[src/rtl/fir_conv_pkg.sv]
// Package: sizes, codes, command and status types for the FIR convolution block.
package fir_conv_pkg;

   localparam int MAX_TAPS     = 32;
   localparam int SAMPLE_WIDTH = 16;
   localparam int COEF_WIDTH   = 16;
   localparam int TAPS_WIDTH   = 6;
   localparam int INDEX_WIDTH  = 5;
   localparam int OUT_WIDTH    = 37;
   localparam int PROD_WIDTH   = SAMPLE_WIDTH + COEF_WIDTH;
   localparam int TAP_W        = (MAX_TAPS > 1) ? $clog2(MAX_TAPS) : 1;
   localparam int CNT_W        = $clog2(MAX_TAPS + 1);

   localparam logic FUNC_LOAD   = 1'b0;
   localparam logic FUNC_SAMPLE = 1'b1;

   typedef struct packed {
      logic             shift_en;
      logic             shift_zero;
      logic             line_clear;
      logic             coef_wr;
      logic             mac_issue;
      logic [TAP_W-1:0] mac_index;
      logic             acc_clear;
      logic             out_load;
      logic             out_last;
   } cmd_type;

   typedef struct packed {
      logic out_free;
   } status_type;

   function automatic logic [CNT_W-1:0] sat_taps(input logic [TAPS_WIDTH-1:0] tc);
      logic [CNT_W-1:0] r;
      if (int'(tc) > MAX_TAPS) begin
         r = CNT_W'(MAX_TAPS);
      end else if (tc == '0) begin
         r = CNT_W'(1);
      end else begin
         r = CNT_W'(tc);
      end
      return r;
   endfunction

endpackage

[src/rtl/fir_conv_datapath.sv]
// Datapath: delay line, coefficient store, multiplier, accumulator and output register.
module fir_conv_datapath
   import fir_conv_pkg::*;
(
   input  logic                           clock,
   input  logic                           reset,
   input  cmd_type                        cmd,
   output status_type                     status,
   input  logic signed [SAMPLE_WIDTH-1:0] req_sample,
   input  logic [INDEX_WIDTH-1:0]         req_coef_index,
   input  logic signed [COEF_WIDTH-1:0]   req_coef_value,
   output logic                           rsp_valid,
   input  logic                           rsp_ready,
   output logic signed [OUT_WIDTH-1:0]    rsp_out_value,
   output logic                           rsp_out_last
);

   logic signed [SAMPLE_WIDTH-1:0] line_ff [MAX_TAPS];
   logic signed [SAMPLE_WIDTH-1:0] line_in [MAX_TAPS];
   logic signed [COEF_WIDTH-1:0]   coef_ff [MAX_TAPS];
   logic signed [PROD_WIDTH-1:0]   prod_ff;
   logic signed [PROD_WIDTH-1:0]   prod_in;
   logic                           prod_vld_ff;
   logic signed [OUT_WIDTH-1:0]    acc_ff;
   logic signed [OUT_WIDTH-1:0]    acc_in;
   logic                           rsp_valid_ff;
   logic                           rsp_valid_in;
   logic signed [OUT_WIDTH-1:0]    out_value_ff;
   logic                           out_last_ff;

   // shift, insert zero for the tail, or clear at the end of a signal
   always_comb begin
      for (int i = 0; i < MAX_TAPS; i++) begin
         line_in[i] = line_ff[i];
      end
      if (cmd.line_clear) begin
         for (int i = 0; i < MAX_TAPS; i++) begin
            line_in[i] = '0;
         end
      end else if (cmd.shift_en) begin
         for (int i = MAX_TAPS - 1; i > 0; i--) begin
            line_in[i] = line_ff[i-1];
         end
         line_in[0] = cmd.shift_zero ? '0 : req_sample;
      end
   end

   always_ff @(posedge clock) begin
      if (reset) begin
         for (int i = 0; i < MAX_TAPS; i++) begin
            line_ff[i] <= '0;
         end
      end else begin
         for (int i = 0; i < MAX_TAPS; i++) begin
            line_ff[i] <= line_in[i];
         end
      end
   end

   always_ff @(posedge clock) begin
      if (reset) begin
         for (int i = 0; i < MAX_TAPS; i++) begin
            coef_ff[i] <= '0;
         end
      end else if (cmd.coef_wr && (int'(req_coef_index) < MAX_TAPS)) begin
         coef_ff[TAP_W'(req_coef_index)] <= req_coef_value;
      end
   end

   assign prod_in = line_ff[cmd.mac_index] * coef_ff[cmd.mac_index];

   always_ff @(posedge clock) begin
      prod_ff <= prod_in;
   end

   always_ff @(posedge clock) begin
      if (reset) begin
         prod_vld_ff <= 1'b0;
      end else begin
         prod_vld_ff <= cmd.mac_issue;
      end
   end

   always_comb begin
      acc_in = acc_ff;
      if (cmd.acc_clear) begin
         acc_in = '0;
      end else if (prod_vld_ff) begin
         acc_in = acc_ff + OUT_WIDTH'(prod_ff);
      end
   end

   always_ff @(posedge clock) begin
      acc_ff <= acc_in;
   end

   assign status.out_free = !rsp_valid_ff || rsp_ready;

   always_comb begin
      rsp_valid_in = rsp_valid_ff;
      if (cmd.out_load) begin
         rsp_valid_in = 1'b1;
      end else if (rsp_ready) begin
         rsp_valid_in = 1'b0;
      end
   end

   always_ff @(posedge clock) begin
      if (reset) begin
         rsp_valid_ff <= 1'b0;
      end else begin
         rsp_valid_ff <= rsp_valid_in;
      end
   end

   always_ff @(posedge clock) begin
      if (cmd.out_load) begin
         out_value_ff <= acc_ff;
         out_last_ff  <= cmd.out_last;
      end
   end

   assign rsp_valid     = rsp_valid_ff;
   assign rsp_out_value = out_value_ff;
   assign rsp_out_last  = out_last_ff;

endmodule

[src/rtl/fir_conv_ctrl.sv]
// Controller: tap count register and sequencer for the multiply-accumulate passes.
module fir_conv_ctrl
   import fir_conv_pkg::*;
(
   input  logic                  clock,
   input  logic                  reset,
   input  logic                  req_valid,
   output logic                  req_ready,
   input  logic                  req_func,
   input  logic                  req_last_sample,
   input  logic                  csr_valid,
   output logic                  csr_ready,
   input  logic [TAPS_WIDTH-1:0] csr_tap_count,
   output cmd_type               cmd,
   input  status_type            status
);

   localparam logic [1:0] S_IDLE  = 2'd0;
   localparam logic [1:0] S_MAC   = 2'd1;
   localparam logic [1:0] S_DRAIN = 2'd2;
   localparam logic [1:0] S_EMIT  = 2'd3;

   logic [1:0]            state_ff, state_in;
   logic [TAPS_WIDTH-1:0] tap_count_ff;
   logic [CNT_W-1:0]      taps_ff, taps_in;
   logic [CNT_W-1:0]      rem_ff, rem_in;
   logic [TAP_W-1:0]      k_ff, k_in;
   logic                  last_ff, last_in;
   logic                  accept;
   logic                  k_end;

   assign csr_ready = 1'b1;

   always_ff @(posedge clock) begin
      if (reset) begin
         tap_count_ff <= TAPS_WIDTH'(MAX_TAPS);
      end else if (csr_valid) begin
         tap_count_ff <= csr_tap_count;
      end
   end

   assign req_ready = (state_ff == S_IDLE);
   assign accept    = req_valid && req_ready;
   assign k_end     = (CNT_W'(k_ff) == taps_ff - CNT_W'(1));

   always_comb begin
      state_in = state_ff;
      taps_in  = taps_ff;
      rem_in   = rem_ff;
      k_in     = k_ff;
      last_in  = last_ff;
      cmd      = '0;
      cmd.mac_index = k_ff;
      unique case (state_ff)
         S_IDLE: begin
            if (accept) begin
               if (req_func == FUNC_SAMPLE) begin
                  taps_in = sat_taps(tap_count_ff);
                  rem_in  = req_last_sample ? sat_taps(tap_count_ff) - CNT_W'(1) : '0;
                  last_in = req_last_sample;
                  k_in    = '0;
                  cmd.shift_en  = 1'b1;
                  cmd.acc_clear = 1'b1;
                  state_in = S_MAC;
               end else begin
                  cmd.coef_wr = 1'b1;
               end
            end
         end
         S_MAC: begin
            cmd.mac_issue = 1'b1;
            if (k_end) begin
               state_in = S_DRAIN;
            end else begin
               k_in = k_ff + TAP_W'(1);
            end
         end
         S_DRAIN: begin
            state_in = S_EMIT;
         end
         S_EMIT: begin
            if (status.out_free) begin
               cmd.out_load = 1'b1;
               cmd.out_last = last_ff && (rem_ff == '0);
               if (rem_ff != '0) begin
                  rem_in = rem_ff - CNT_W'(1);
                  k_in   = '0;
                  cmd.shift_en   = 1'b1;
                  cmd.shift_zero = 1'b1;
                  cmd.acc_clear  = 1'b1;
                  state_in = S_MAC;
               end else begin
                  cmd.line_clear = last_ff;
                  state_in = S_IDLE;
               end
            end
         end
         default: begin
            state_in = S_IDLE;
         end
      endcase
   end

   always_ff @(posedge clock) begin
      if (reset) begin
         state_ff <= S_IDLE;
         taps_ff  <= CNT_W'(1);
         rem_ff   <= '0;
         k_ff     <= '0;
         last_ff  <= 1'b0;
      end else begin
         state_ff <= state_in;
         taps_ff  <= taps_in;
         rem_ff   <= rem_in;
         k_ff     <= k_in;
         last_ff  <= last_in;
      end
   end

   a_sample_starts_mac: assert property (@(posedge clock) disable iff (reset)
      (accept && req_func == FUNC_SAMPLE) |=> (state_ff == S_MAC && k_ff == '0))
      else $error("sample word did not start a multiply pass at tap zero");

   a_index_in_range: assert property (@(posedge clock) disable iff (reset)
      (state_ff == S_MAC) |-> (CNT_W'(k_ff) < taps_ff))
      else $error("tap index beyond taps in use");

   a_tail_bounded: assert property (@(posedge clock) disable iff (reset)
      (state_ff != S_IDLE) |-> (rem_ff < taps_ff))
      else $error("tail count exceeds taps in use");

   a_load_when_free: assert property (@(posedge clock) disable iff (reset)
      cmd.out_load |-> status.out_free)
      else $error("output register overwritten while full");

   a_drain_to_emit: assert property (@(posedge clock) disable iff (reset)
      (state_ff == S_DRAIN) |=> (state_ff == S_EMIT))
      else $error("drain did not reach emit");

endmodule

[src/rtl/fir_full_convolution.sv]
// Top level: FIR full convolution, controller plus datapath.
// A load word (func 0) writes one Q1.15 coefficient and gives no result. A sample word
// (func 1) is shifted into the delay line, then n taps, n the saturated tap count, go
// through the single 16x16 multiplier (one tap per cycle); a drain step finishes the
// accumulate and the output register is loaded once it is free. A sample marked last
// is followed by n - 1 tail results, with zeros shifted in, the final one flagged by
// rsp_out_last, after which the delay line is cleared. The next word is accepted while
// the last result still waits in the output register. The user must write the tap
// count register via csr_ (no wait states) only while idle; the block does not check.
module fir_full_convolution
   import fir_conv_pkg::*;
(
   input  logic                           clock,
   input  logic                           reset,
   input  logic                           req_valid,
   output logic                           req_ready,
   input  logic                           req_func,
   input  logic signed [SAMPLE_WIDTH-1:0] req_sample,
   input  logic                           req_last_sample,
   input  logic [INDEX_WIDTH-1:0]         req_coef_index,
   input  logic signed [COEF_WIDTH-1:0]   req_coef_value,
   output logic                           rsp_valid,
   input  logic                           rsp_ready,
   output logic signed [OUT_WIDTH-1:0]    rsp_out_value,
   output logic                           rsp_out_last,
   input  logic                           csr_valid,
   output logic                           csr_ready,
   input  logic [TAPS_WIDTH-1:0]          csr_tap_count
);

   cmd_type    cmd;
   status_type status;

   fir_conv_ctrl u_ctrl (
      .clock           (clock),
      .reset           (reset),
      .req_valid       (req_valid),
      .req_ready       (req_ready),
      .req_func        (req_func),
      .req_last_sample (req_last_sample),
      .csr_valid       (csr_valid),
      .csr_ready       (csr_ready),
      .csr_tap_count   (csr_tap_count),
      .cmd             (cmd),
      .status          (status)
   );

   fir_conv_datapath u_datapath (
      .clock          (clock),
      .reset          (reset),
      .cmd            (cmd),
      .status         (status),
      .req_sample     (req_sample),
      .req_coef_index (req_coef_index),
      .req_coef_value (req_coef_value),
      .rsp_valid      (rsp_valid),
      .rsp_ready      (rsp_ready),
      .rsp_out_value  (rsp_out_value),
      .rsp_out_last   (rsp_out_last)
   );

endmodule
[config.mk]
export PLATFORM = sky130hd
export DESIGN_NAME = fir_full_convolution
export DESIGN_NICKNAME = d
export VERILOG_FILES = /design/src/rtl/fir_conv_pkg.sv /design/src/rtl/fir_conv_datapath.sv /design/src/rtl/fir_conv_ctrl.sv /design/src/rtl/fir_full_convolution.sv
export SDC_FILE = /design/constraint.sdc
export NUM_CORES = 2
export LEC_CHECK = 0
export BUFFER_PORTS_ARGS = -buffer_cell sky130_fd_sc_hd__buf_2
export CORE_MARGIN = 2
export CORE_UTILIZATION = 42
export CTS_CLUSTER_SIZE = 8
export DETAILED_ROUTE_END_ITERATION = 10
export PLACE_DENSITY = 0.55
export SETUP_SLACK_MARGIN = 0.4
export SYNTH_ARGS = -nofsm -noshare
export SYNTH_HDL_FRONTEND = slang
export SYNTH_SLANG_ARGS = --single-unit
[constraint.sdc]
create_clock -name clock -period 10.8 [get_ports clock]
set_input_delay 2.16 -clock clock [delete_from_list [all_inputs] [get_ports clock]]
set_output_delay 2.16 -clock clock [all_outputs]
set_load 0.02 [all_outputs]
Word level (Yosys, flattened, before mapping):

Memories as Yosys holds them, arrays and structs flattened. A register that Yosys moved wholly into a read port is not among the register bits.
Cells that the tools add are included.

* RAM bits: 1024
* input bits: 50
* output and inout bits: 41
* logic and storage cells: 170
* memories kept: 2
* bits in registers: 135

Memory list
* u_datapath.coef_ff: words 32, bits a word 16, rd ports 1, clocked after memory_dff 1, write ports 32, line fir_conv_datapath.sv:20 `logic signed [COEF_WIDTH-1:0] coef_ff [MAX_TAPS];`
* u_datapath.line_ff: words 32, bits a word 16, rd ports 32, clocked after memory_dff 1, write ports 32, line fir_conv_datapath.sv:18 `logic signed [SAMPLE_WIDTH-1:0] line_ff [MAX_TAPS];`

* muxes and demuxes: 88
* multipliers: 1
* $add $sub $neg: 5
* order comparisons: 1
* equality and inequality tests: 11
* bitwise operators: 32
* reductions and logical operators: 18

Operator list (number)
* $mux 512: 2
* $mux 16: 34
* $mux 6: 10
* $mux 5: 10
* $add 37x32->37: 1
* $mul 16x16->32: 1
* $or 1x1->1: 32
* $mux 1: 18
* $sub 6x1->6 const B: 3
* $reduce_or 16->1: 1
* $pmux 5 s3: 1
* $mux 2: 7
* $logic_not 6->1: 2
* $pmux 6 s2: 1
* $ne 2x2->1 const B: 5
* $pmux 2 s4: 1
* $eq 5x6->1: 1
* $gt 6x6->1 const B: 1
* $mux 3: 2
* $reduce_and 6->1: 1
* $reduce_bool 6->1: 1
* $add 5x1->5 const B: 1
* $reduce_and 5->1: 1
* $eq 2x2->1 const B: 2
* other kinds (12): 17

Logic depth before layout (Yosys ltp):

* word-level depth: 11
* mapped depth: 31
* depth with buffers taken out: 26

By module:

Synthesis repeated with hierarchy kept, for this count alone.

* cells, all modules: 4561
* area total of the unflattened synthesis: 59433.3 µm²

By module, submodules not included
* fir_conv_datapath: instances 1, cells each 4352, area each 57767.9 µm²
* fir_conv_ctrl: instances 1, cells each 209, area each 1665.3 µm²

Least setup slack after synthesis:

No wires, ideal clock.

* path kind: register -> register
* from: reg with a tool-made name
* to: reg u_datapath.prod_ff[31]
* path slack: 3.114 ns
* arrival time: 7.565 ns
* clock period less this slack: 7.686 ns
* data required time: 10.679 ns
* cell stages (with the launch flop): 29
* cells stage by stage: dfxtp_1 -> clkbuf_1 -> clkbuf_1 -> clkbuf_1 -> mux4_2 -> mux4_2 -> mux2i_2 -> buf_4 -> nor2_1 -> fa_1 -> inv_1 -> fa_1 -> fa_1 -> inv_1 -> fa_1 -> fa_1 -> inv_1 -> fa_1 -> inv_1 -> ha_1 -> a21o_1 -> a21o_1 -> a2111oi_0 -> o22ai_1 -> a21oi_1 -> o311ai_1 -> a21oi_1 -> o21bai_1 -> xnor2_1

RTL lines
* end signal: assignment: line fir_conv_datapath.sv:73 `prod_ff <= prod_in;`
* end: declaration: line fir_conv_datapath.sv:21 `logic signed [PROD_WIDTH-1:0] prod_ff;`

==> results.sh <==
export IMPL_regToRegSetupSlack_ps=1790
export IMPL_drt_met1_wl_microns=72600
export IMPL_layout_drive_gt1_share_pct=14.0
export IMPL_met3_length_microns=8180
export IMPL_clockBufferDepth=3
export IMPL_grt_max_degree=221
export IMPL_critPathLaunchType="register"
export IMPL_synth_seq_cells=1164
export IMPL_cts_resized=0
export IMPL_seq_area_frac_synth_pct=47.5
export IMPL_placed_area_sq_um=63100
export IMPL_ios=91
export IMPL_antenna_found_initial=8
export IMPL_area_growth_pct=10.9
export IMPL_final_common_cell="nand2_1"
export IMPL_worstHoldPathCells=2
export IMPL_cts_buffers=164
export IMPL_post_route_drc_count=0
export IMPL_post_drt_wl_per_cell_microns=21.1
export IMPL_crit_fanout=29
export IMPL_synthFlopType="dfxtp_1"
export IMPL_period_needed_ps=9010
export IMPL_ir_worst_vdd_uv=157
export IMPL_drt_iter0_markers=3112
export IMPL_endpoint="u_datapath.prod_ff[31]$_DFF_P_"
export IMPL_setup_viol=0
export IMPL_clk_latency_ps=770
export IMPL_cp_slowest_stage_delay_ps=800
export IMPL_worstReg2RegEnd="u_datapath.prod_ff[31]$_DFF_P_"
export IMPL_nets=5951
export IMPL_fin_total_pwr_uw=13500
export IMPL_die_x_microns=385
export IMPL_instances_no_fill=7471
export IMPL_dr_pass1_iters=6
export IMPL_dieArea_sq_um=148000
export IMPL_grt_pass1_vias=40100
export IMPL_grt_overflow_total=0
export IMPL_grt_pass1_wl_microns=245000
export IMPL_grt_setup_unrepaired="false"
export IMPL_rr_worst_depth=26
export IMPL_synth_edff_count=566
export IMPL_met2_length_microns=74000
export IMPL_design_area_sq_um=67600
export IMPL_fmax_ghz=0.111
export IMPL_cpMostUsedCell="fa_1"
export IMPL_rows=139
export IMPL_outcome="completed"
export IMPL_dp_hpwl_microns=102000
export IMPL_viasPerCell=5.38
export IMPL_p_leak_uw=0.0251
export IMPL_cts_clk_slew_worst_paths_ps=50
export IMPL_required_ps=11450
export IMPL_topRoutingLayerUsed="met5"
export IMPL_slowest_stage="dfxtp_4"
export IMPL_portBuffers=89
export IMPL_dr_total_vias=40200
export IMPL_cts_tree="built"
export IMPL_hold_violations=0
export IMPL_cts_sinks=1164
export IMPL_yosysWarnings=0
export IMPL_cts_setup_buffers=0
export IMPL_grt_total_usage_pct=21.5
export IMPL_worstSetupEndpointType="register"
export IMPL_dp_cells=7249
export IMPL_tightest_slew_ps=1250
export IMPL_min_period_over_period_pct=83.5
export IMPL_finalClockSkew_ps=68.6
export IMPL_fin_setup_tns_ps=0
export IMPL_async_flop_share_pct=0
export IMPL_arrival_ps=9660
export IMPL_worstHoldStart="u_datapath.line_ff[24][4]$_SDFFE_PP0P_"
export IMPL_min_path_type="register to register"
export IMPL_maxSlewViolCount=0
export IMPL_ys_types=70
export IMPL_die_h_microns=385
export IMPL_initial_utilization_pct=42.4
export IMPL_core_sq_um=144000
export IMPL_cts_root_buf="clkbuf_16"
export IMPL_synth_area_per_cell_sq_um=11.0
export IMPL_totalWireLength_microns=158000
export IMPL_htree_num_levels=4
export IMPL_max_cap_violations=0
export IMPL_p_per_area_nw_per_um2=199
export IMPL_syn_area_sq_um=61000
export IMPL_most_common_layout_cells="nand2_1 (1099), dfxtp_1 (593), edfxtp_1 (566)"
export IMPL_syn_inst=5546
export IMPL_final_core_util_pct=47.0
export IMPL_drtAntennaViolNets=0
export IMPL_slew_headroom_pct=15.3
export IMPL_place_gp_congestion=0.862
export IMPL_worstSetupPathType="register to register"
export IMPL_synth_nets=5985
export IMPL_hold_buffers=0
metal layers:
metal,up-vias,GRT usage [%]
li1,18800,-
met1,20200,30.9
met2,976,34.1
met3,213,3.35
met4,6,5.11
met5,-,0
final cells by class:
type,instances,area (sq um)
antenna,2,5.00
clock buffer,207,4310
clock inverter,13,220
fill,13100,76200
inverter,339,1270
multi-input combinational,3667,29200
sequential,1164,29000
tap,1903,2380
timing repair buffer,176,1240
flip-flops by register name, indices dropped and copies added (netlist names), named ones only:
signal	cells
u_datapath.line_ff	512
u_datapath.coef_ff	512
u_ctrl.k_ff	5
u_ctrl.taps_ff	6
u_datapath.prod_vld_ff	1
u_datapath.rsp_valid	1
u_datapath.rsp_out_value	37
u_datapath.acc_ff	37
u_ctrl.tap_count_ff	6
u_datapath.rsp_out_last	1
u_ctrl.rem_ff	6
u_ctrl.last_ff	1
u_datapath.prod_ff	32
u_ctrl.state_ff	2
cells in the mapped netlist (6+ instances only):
cell	count	area share, %
nor3_1	21	0.17
a211oi_1	10	0.12
a21oi_1	559	4.6
mux2_2	7	0.13
buf_2	49	0.40
mux2i_4	17	0.63
or2_2	43	0.44
mux4_2	320	12
and2_1	515	5.3
a21o_1	18	0.22
o21ai_0	41	0.34
mux2i_2	6	0.14
ha_1	126	2.6
a22o_1	17	0.24
and3_1	24	0.25
or3_1	7	0.072
nor2_1	280	1.7
fa_1	263	8.6
dfxtp_1	598	20
nor2b_1	15	0.15
inv_2	15	0.092
nand4_1	15	0.15
o31ai_1	11	0.14
o21bai_1	15	0.18
clkbuf_1	289	1.8
inv_1	324	2.0
buf_6	8	0.15
nand3_1	28	0.23
mux2i_1	26	0.43
nor4_1	6	0.062
nand2_1	1099	6.8
nand2b_1	30	0.31
buf_1	18	0.11
xnor2_1	46	0.66
buf_4	12	0.15
o21a_1	13	0.16
xor2_1	17	0.24
edfxtp_1	566	28
logic make-up (layout without fill, tap and decap cells):
logic type      after synthesis  in the layout  share of synthesized area (%)
simple gates               2100           2100                           15.8
flops                      1164           1164                           47.5
compound gates              738            738                           6.74
buf+inv                     715            735                           4.67
fa+ha+maj                   389            389                           11.2
mux                         376            376                           13.1
xor+xnor                     63             63                          0.905
other cells                   1              3                        0.00615
critical path: cells and delay by family (launching register included):
| family | cells | cell delay (ps) |
|---|---|---|
| compound gates | 8 | 1890 |
| mux | 3 | 1650 |
| buf+inv | 6 | 810 |
| flops | 1 | 800 |
| simple gates | 1 | 160 |
| xor+xnor | 1 | 120 |
| fa+ha+maj | 7 | 3380 |
where the power goes:
group / internal, uW / switching (uW)
registers: 4880 / 175
logic: 1360 / 2410
clock network: 2760 / 1880
worst min path at each step:
stage | slack, ps | endpoint
after floorplan | 420 | u_datapath.rsp_out_value[36]$_DFFE_PP_
after global placement | 440 | u_datapath.rsp_out_value[36]$_DFFE_PP_
after detailed placement | 450 | u_datapath.rsp_out_value[36]$_DFFE_PP_
after CTS | 420 | u_datapath.line_ff[25][4]$_SDFFE_PP0P_
after global routing | 450 | u_datapath.line_ff[25][4]$_SDFFE_PP0P_
final | 410 | u_datapath.line_ff[25][4]$_SDFFE_PP0P_
metrics by stage:
step	hold WS (ps)	setup WS, ps
finish	411	1790
global route	446	1300
CTS	424	1740
detailed placement	449	1770
global placement	442	1820
floorplan	421	3110
Power figures use the tool's default switching activity.
